## src/hw/rtl/msgc_pkg.sv

```systemverilog
// shared types, sizes and helpers for the minimum square guillotine cut block
// used by msgc_table, msgc_min_unit and min_square_guillotine_cut_dp
package msgc_pkg;

    localparam int MAX_LONG_SIDE  = 1024;
    localparam int MAX_SHORT_SIDE = 128;
    localparam int TABLE_DEPTH    = MAX_LONG_SIDE * MAX_SHORT_SIDE;
    localparam int ADDR_W         = $clog2(TABLE_DEPTH);

    localparam int SIDE_W   = 11;
    localparam int CELL_W   = 11;
    localparam int SUM_W    = CELL_W + 1;
    localparam int COL_W    = $clog2(MAX_SHORT_SIDE + 1);
    localparam int CELL_MAX = 2047;

    localparam int S_DATA_W = 24;
    localparam int M_DATA_W = 16;

    typedef enum logic [2:0] {
        S_IDLE,
        S_CHECK,
        S_CELL,
        S_SHORT,
        S_SPLIT,
        S_DRAIN,
        S_WRITE,
        S_DONE
    } seq_state_t;

    typedef enum logic [2:0] {
        OP_HOLD,
        OP_INIT,
        OP_ONE,
        OP_INC,
        OP_MIN
    } acc_op_t;

    typedef struct packed {
        acc_op_t op;
        logic    busy;
    } acc_ctl_t;

    // row and column are 1-based
    function automatic logic [ADDR_W-1:0] cell_addr(input logic [SIDE_W-1:0] row,
                                                    input logic [SIDE_W-1:0] col);
        logic [SIDE_W-1:0] row_m1;
        logic [SIDE_W-1:0] col_m1;
        row_m1 = row - SIDE_W'(1);
        col_m1 = col - SIDE_W'(1);
        return ADDR_W'(ADDR_W'(row_m1) * ADDR_W'(MAX_SHORT_SIDE) + ADDR_W'(col_m1));
    endfunction

endpackage

```

## src/hw/rtl/msgc_min_unit.sv

```systemverilog
// shared add and running-minimum unit working on table read data
// depends on msgc_pkg
module msgc_min_unit (
    input  logic                         clk,
    input  logic                         rst_n,
    input  msgc_pkg::acc_ctl_t           ctl,
    input  logic [msgc_pkg::CELL_W-1:0]  rd_a,
    input  logic [msgc_pkg::CELL_W-1:0]  rd_b,
    output logic [msgc_pkg::CELL_W-1:0]  cell_value
);
    import msgc_pkg::*;

    logic [SUM_W-1:0] best_reg;
    logic [SUM_W-1:0] best_next;
    logic [SUM_W-1:0] pair_sum;

    assign pair_sum = SUM_W'(rd_a) + SUM_W'(rd_b);

    always_comb
    begin
        best_next = best_reg;
        if (ctl.busy)
        begin
            case (ctl.op)
                OP_INIT: best_next = '1;
                OP_ONE:  best_next = SUM_W'(1);
                OP_INC:  best_next = SUM_W'(rd_a) + SUM_W'(1);
                OP_MIN:  best_next = (pair_sum < best_reg) ? pair_sum : best_reg;
                default: best_next = best_reg;
            endcase
        end
    end

    always_ff @(posedge clk or negedge rst_n)
    begin
        if (!rst_n)
        begin
            best_reg <= '1;
        end
        else
        begin
            best_reg <= best_next;
        end
    end

    // saturate before the value goes back into the table
    assign cell_value = (best_reg > SUM_W'(CELL_MAX)) ? CELL_W'(CELL_MAX)
                                                      : best_reg[CELL_W-1:0];

endmodule

```

## config.mk

```make
export PLATFORM = sky130hd
export DESIGN_NAME = msgc_min_unit
export DESIGN_NICKNAME = d
export VERILOG_FILES = /design/src/hw/rtl/msgc_pkg.sv /design/src/hw/rtl/msgc_min_unit.sv
export SDC_FILE = /design/constraint.sdc
export NUM_CORES = 1
export LEC_CHECK = 0
export ABC_CLOCK_PERIOD_IN_PS = 3200
export BUFFER_PORTS_ARGS = -buffer_cell sky130_fd_sc_hd__buf_2
export CAP_MARGIN = 25
export CORE_MARGIN = 3
export CORE_UTILIZATION = 48
export DETAILED_ROUTE_END_ITERATION = 7
export PLACE_DENSITY = 0.71
export SLEW_MARGIN = 15
export SYNTH_ARGS = -nofsm -noshare
export SYNTH_HDL_FRONTEND = slang
export SYNTH_SLANG_ARGS = --single-unit
```

## constraint.sdc

```tcl
create_clock -name clk -period 3.2 [get_ports clk]
set_clock_uncertainty 0.2 [all_clocks]
set_input_delay 0.32 -clock clk [delete_from_list [all_inputs] [get_ports clk]]
set_output_delay 0.32 -clock clk [all_outputs]
set_load 0.05 [all_outputs]
```

# After elaboration in Yosys (flattened, before gate mapping)

Cells that the tools add are included.

Flip-flop bits (word level): 12
Output and inout bits: 11
Word-level logic and storage cells: 15

Add/subtract/negate cells: 2
$lt $le $gt $ge: 2
Eq/ne operators: 5
Muxes and demuxes: 3
Reductions and logical operators: 2

Operator list:

| cell                    | number |
|---|---|
| $pmux W12 S4            | 1 |
| $add A11 B1 Y12 const B | 1 |
| $add A11 B11 Y12        | 1 |
| $gt A12 B11 Y1 const B  | 1 |
| $lt A12 B12 Y1          | 1 |
| $mux W12                | 1 |
| $mux W11                | 1 |
| $eq A3 B2 Y1 const B    | 2 |
| $reduce_bool A4 Y1      | 1 |
| $eq A3 B1 Y1 const B    | 1 |
| $eq A3 B3 Y1 const B    | 1 |
| $reduce_and A3 Y1       | 1 |
| $ne A2 B2 Y1 const B    | 1 |

# Logic depth before layout (Yosys ltp)

Word-level depth: 4
Mapped depth: 16
Mapped depth without buffers: 15

# Least setup slack after synthesis

OpenSTA, ideal clock, no wires.

Path type: input port to flip-flop
From: input port rd_a[0] (netlist name)
To: register best_reg[4]
Library setup time: 0.084 ns
Arrival: 2.884 ns
Data required time: 2.916 ns
Path slack: 0.032 ns
Cell stages on the path: 15
Buffers on the path: 1
Path through: ha_1 -> fa_1 -> a211oi_2 -> nor2_2 -> o2111ai_1 -> and3_1 -> xnor2_1 -> ha_1 -> o21ai_0 -> o211ai_1 -> o32ai_1 -> a21o_2 -> buf_6 -> o211ai_1 -> o21ai_1

Cells in the longest elaborated chain, start to end: 4

Ends and longest elaborated chain:

| element                     | line                | RTL |
|---|---|---|
| start, declared             | msgc_min_unit.sv:7  | `input logic [msgc_pkg::CELL_W-1:0] rd_a,` |
| $add A11 B11 Y12            | msgc_min_unit.sv:17 | `assign pair_sum = SUM_W'(rd_a) + SUM_W'(rd_b);` |
| $lt A12 B12 Y1              | msgc_min_unit.sv:28 | `OP_MIN: best_next = (pair_sum < best_reg) ? pair_sum : best_reg;` |
| $ne A2 B2 Y1 (no line)      | -                   |  |
| $reduce_and A3 Y1 (no line) | -                   |  |
| end signal, assigned        | msgc_min_unit.sv:42 | `best_reg <= best_next;` |
| end, declared               | msgc_min_unit.sv:13 | `logic [SUM_W-1:0] best_reg;` |

Parallel ways exist; a longest one is shown, timed or not. The select of a mux whose other input is x is not followed.
A chain may end at the register's enable or synchronous reset.

# Worst setup path in the final report

From: input port rd_a[2] (netlist name)
To: register best_reg[7]

The elaborated chain is that of the path after synthesis.

==> flow_summary.rst <==
.. list-table::
   :header-rows: 1

   * - Metric
     - Value
   * - Result of the run
     - finished with violations
   * - Violations in the final reports
     - negative hold slack, negative setup slack
   * - Number of distinct standard cells referenced by the synthesized netlist
     - 50
   * - Number of global-route vias before repair
     - 1731
   * - Post-detail-place hpwl
     - 3.834 mm
   * - Area Growth Syn to Fin
     - 43.46%
   * - Fraction of synthesized cell area taken by the top area cell type
     - between 10% and 20%
   * - Iteration-0 DRC count of the detailed router
     - a little under 100
   * - Vias after detailed routing
     - approximately 1900
   * - Final period demand of the worst path
     - 3214 ps
   * - Starting density of the core
     - approximately half
   * - Number of pins exceeding their max-slew limit in the final report
     - 0
   * - Worst Path Required
     - 3180 ps
   * - Final-report setup violation count
     - 3
   * - Maximum clock frequency
     - 311.1 MHz
   * - Area of the mapped netlist
     - 1759 sq um
   * - Global-route usage over all layers
     - between 20% and 30%
   * - Gr ovfl total
     - 0
   * - Class of the worst hold path
     - in -> async
   * - Cell repeated most along the worst path
     - o211ai_1
   * - Remaining design rule violation count
     - 0
   * - Top cells by area, synth
     - dfstp_2 (18%), ha_1 (16%), nand2_1 (5.5%)
   * - Number of antenna diodes
     - 0
   * - Cell with the biggest individual delay on the critical path
     - mux2_2
   * - Setup WS post-layout
     - -13.92 ps
   * - Post-DR vias/cell
     - 5.558
   * - Capturing element type of the critical path
     - register
   * - FFs w/ async S/R, synth
     - 100.0%
   * - Number of cells produced by synthesis
     - ~230
   * - Global-route wire length before repair
     - 8.135 mm
   * - R2R setup slack
     - 730 ps
   * - Overall die height
     - 66.54 microns
   * - Clock transition at the registers of the reported paths
     - 60 ps
   * - VDD IR-drop max
     - 0.2282 mV
   * - Slew of the pin with the lowest slew margin
     - 431.3 ps
   * - Final wirelength
     - 5.170 mm
   * - Placeable core region
     - about 3400 sq um
   * - Die Area
     - between 4000 and 5000 sq um
   * - Drt pass-1 iters
     - 4
   * - Proportion of layout cells with a drive suffix above 1
     - 41.61%
   * - Mean instance size in the synthesized netlist
     - 7.716 sq um
   * - Filler instances
     - 286
   * - Final period util
     - 100.4%
   * - Cells along the critical path
     - buf_2 -> ha_4 -> o211ai_1 -> a2bb2oi_2 -> a21oi_2 -> buf_4 -> a31oi_4 -> xnor2_2 -> ha_1 -> a211oi_2 -> o211ai_1 -> nor2_1 -> a21o_2 -> mux2_2
   * - Cell depth of the worst flop-to-flop path
     - 9
   * - Initial antenna violation count
     - 0
   * - TritonCTS clock tree
     - yes
   * - Number of buffers inserted during clock tree synthesis
     - 3
   * - Clk Tree Root Cell
     - clkbuf_8
   * - Count of state elements after synthesis
     - 12
   * - Number of enable flip-flop cells after synthesis
     - 0
   * - Flip-flop count of the largest register after layout
     - 12
   * - Most used DFF post-synth
     - dfstp_2
   * - DIE WIDTH
     - 66.54 microns
   * - Worst slack at placement
     - -354.8 ps
   * - Setup repair after global routing missed its margin
     - true
   * - Buffer and inverter count on the worst path
     - 2
   * - Count of synthesis-stage warnings from yosys
     - 0
   * - Library cell with the largest summed area after synthesis
     - dfstp_2
   * - Number of nets in the finished design
     - 351
   * - Aggregate negative setup slack
     - -31.64 ps
   * - CTS H-tree depth
     - 1
   * - Worst path arrival time
     - 3190 ps
   * - Critical Path Fanout Max
     - 4
   * - Endpoint of the lowest-slack register-to-register path
     - best_reg[0]
   * - Crit Path Category
     - in -> reg
   * - # clock sinks
     - 12
   * - Maximum number of pins on one net before global-route repair
     - 14
   * - PD cells
     - 463.6 nW/um^2
   * - Number of primary I/O pins
     - 39
   * - Sequential cell area fraction in the yosys report
     - 17.92%
   * - Net count after synthesis
     - 280
   * - Hold buffers post-CTS
     - 0
   * - Tightest hold margin
     - -12.85 ps
   * - Remaining number of nets flagged by the antenna check after routing
     - 0
   * - Leakage
     - around 1.1 nW
   * - Per-cell routed wire length
     - 15.03 microns
   * - Clock network latency to the later pin of the worst-skew pair
     - 250 ps
   * - Start of the worst register-to-register path
     - best_reg[11]
   * - Critical path's largest stage delay
     - between 300 and 400 ps
   * - Maximum buffer depth of the clock tree
     - 2
   * - Normalized max-slew margin
     - 71.22%
   * - Critical path startpoint category
     - input pin
   * - Input/output buffers
     - 38
   * - Total number of placement rows
     - 21
   * - Last weighted congestion value of the routability-driven placer
     - around 0.86
   * - Worst path top cell family by delay
     - compound AO/OA/AOI/OAI gates
   * - Number of hold violations in the final report
     - 12
   * - Number of maximum-capacitance violations
     - 0
==> cell families after synthesis <==
kind of cell / share of synthesized area, %
simple gates: 21.84
compound gates: 27.17
fa+ha+maj: 17.50
buf+inv: 5.832
xor+xnor: 7.966
flops: 17.92
mux: 1.778
==> where the power goes <==
group	switching [W]	total [W]	internal [W]
combinational	0.000438	0.000750	0.000313
sequential	0.0000213	0.000248	0.000226
clock	0.0000630	0.000172	0.000109
total	0.000522	0.00117	0.000648
==> cells in the final DEF (no fill, tap or decap), types with 4 or more instances in the layout <==
cell type,n
a21o_1,6
a21oi_1,16
buf_2,35
buf_4,34
buf_6,4
clkbuf_8,4
dfstp_2,12
ha_1,18
ha_4,5
inv_1,14
nand2_1,25
nand2b_1,7
nand3_1,7
nor2_1,16
nor2_2,4
o211ai_1,6
o21ai_0,8
o21ai_2,4
xnor2_1,9
xor2_1,5
==> how the worst max path moves through the flow <==
| stage | from | cells past startpoint | endpoint |
|---|---|---|---|
| global route | rd_b[1] | 16 | best_reg[10] |
| global placement | rd_a[0] | 16 | best_reg[4] |
| finish | rd_a[2] | 14 | best_reg[7] |
| floorplan | rd_a[0] | 15 | best_reg[4] |
| CTS | rd_b[0] | 16 | best_reg[4] |
| detailed placement | rd_a[0] | 16 | best_reg[4] |
==> layer usage <==
metal,up-vias,wire length [microns],global-route usage [%]
li1,966,-,-
met1,864,2269,33.54
met2,79,2471,38.00
met3,3,399,3.710
met4,0,29,4.569
met5,-,0,0
==> area by class of cell <==
type / instances / area [sq um] / area share, %
inverter: 14 / 52.55 / 2.082
sequential: 12 / 315.3 / 12.49
clock buffer: 4 / 55.05 / 2.181
timing repair buffer: 75 / 520.5 / 20.62
tap: 46 / 57.56 / 2.281
multi-input combinational: 193 / 1523 / 60.34
==> cell usage after synthesis, drive strengths merged (3+ instances only) <==
cell,n
nand3,7
o211ai,6
dfstp,12
a211oi,5
nand4,3
a21oi,19
inv,14
buf,4
clkbuf,5
o21ai,15
xor2,5
xnor2,11
nand2b,7
nand2,26
nor2b,3
ha,23
a21o,7
nor2,22
a31oi,4
o21a,3
==> stage by stage <==
stage | instance area [sq um] | util (%) | std cells | total power [W]
after floorplan | 1759 | - | 228 | 0.0006795
after global placement | 2195 | 63.76 | 333 | 0.0008536
after detailed placement | 2195 | 63.76 | 333 | 0.0008697
after CTS | 2352 | 68.34 | 340 | 0.001081
after global routing | 2524 | 73.32 | 344 | 0.001266
final | 2524 | 73.32 | 344 | 0.001170
==> what timing repair did <==
action / 4_1_cts / 5_1_grt
pin swaps: 14 / 21
gates cloned: 1 / 0
setup endpoints to repair: 12 / 12
setup buffers: 2 / 4
resized for setup: 14 / 25
No activity file was read; power rests on OpenSTA's default activity.
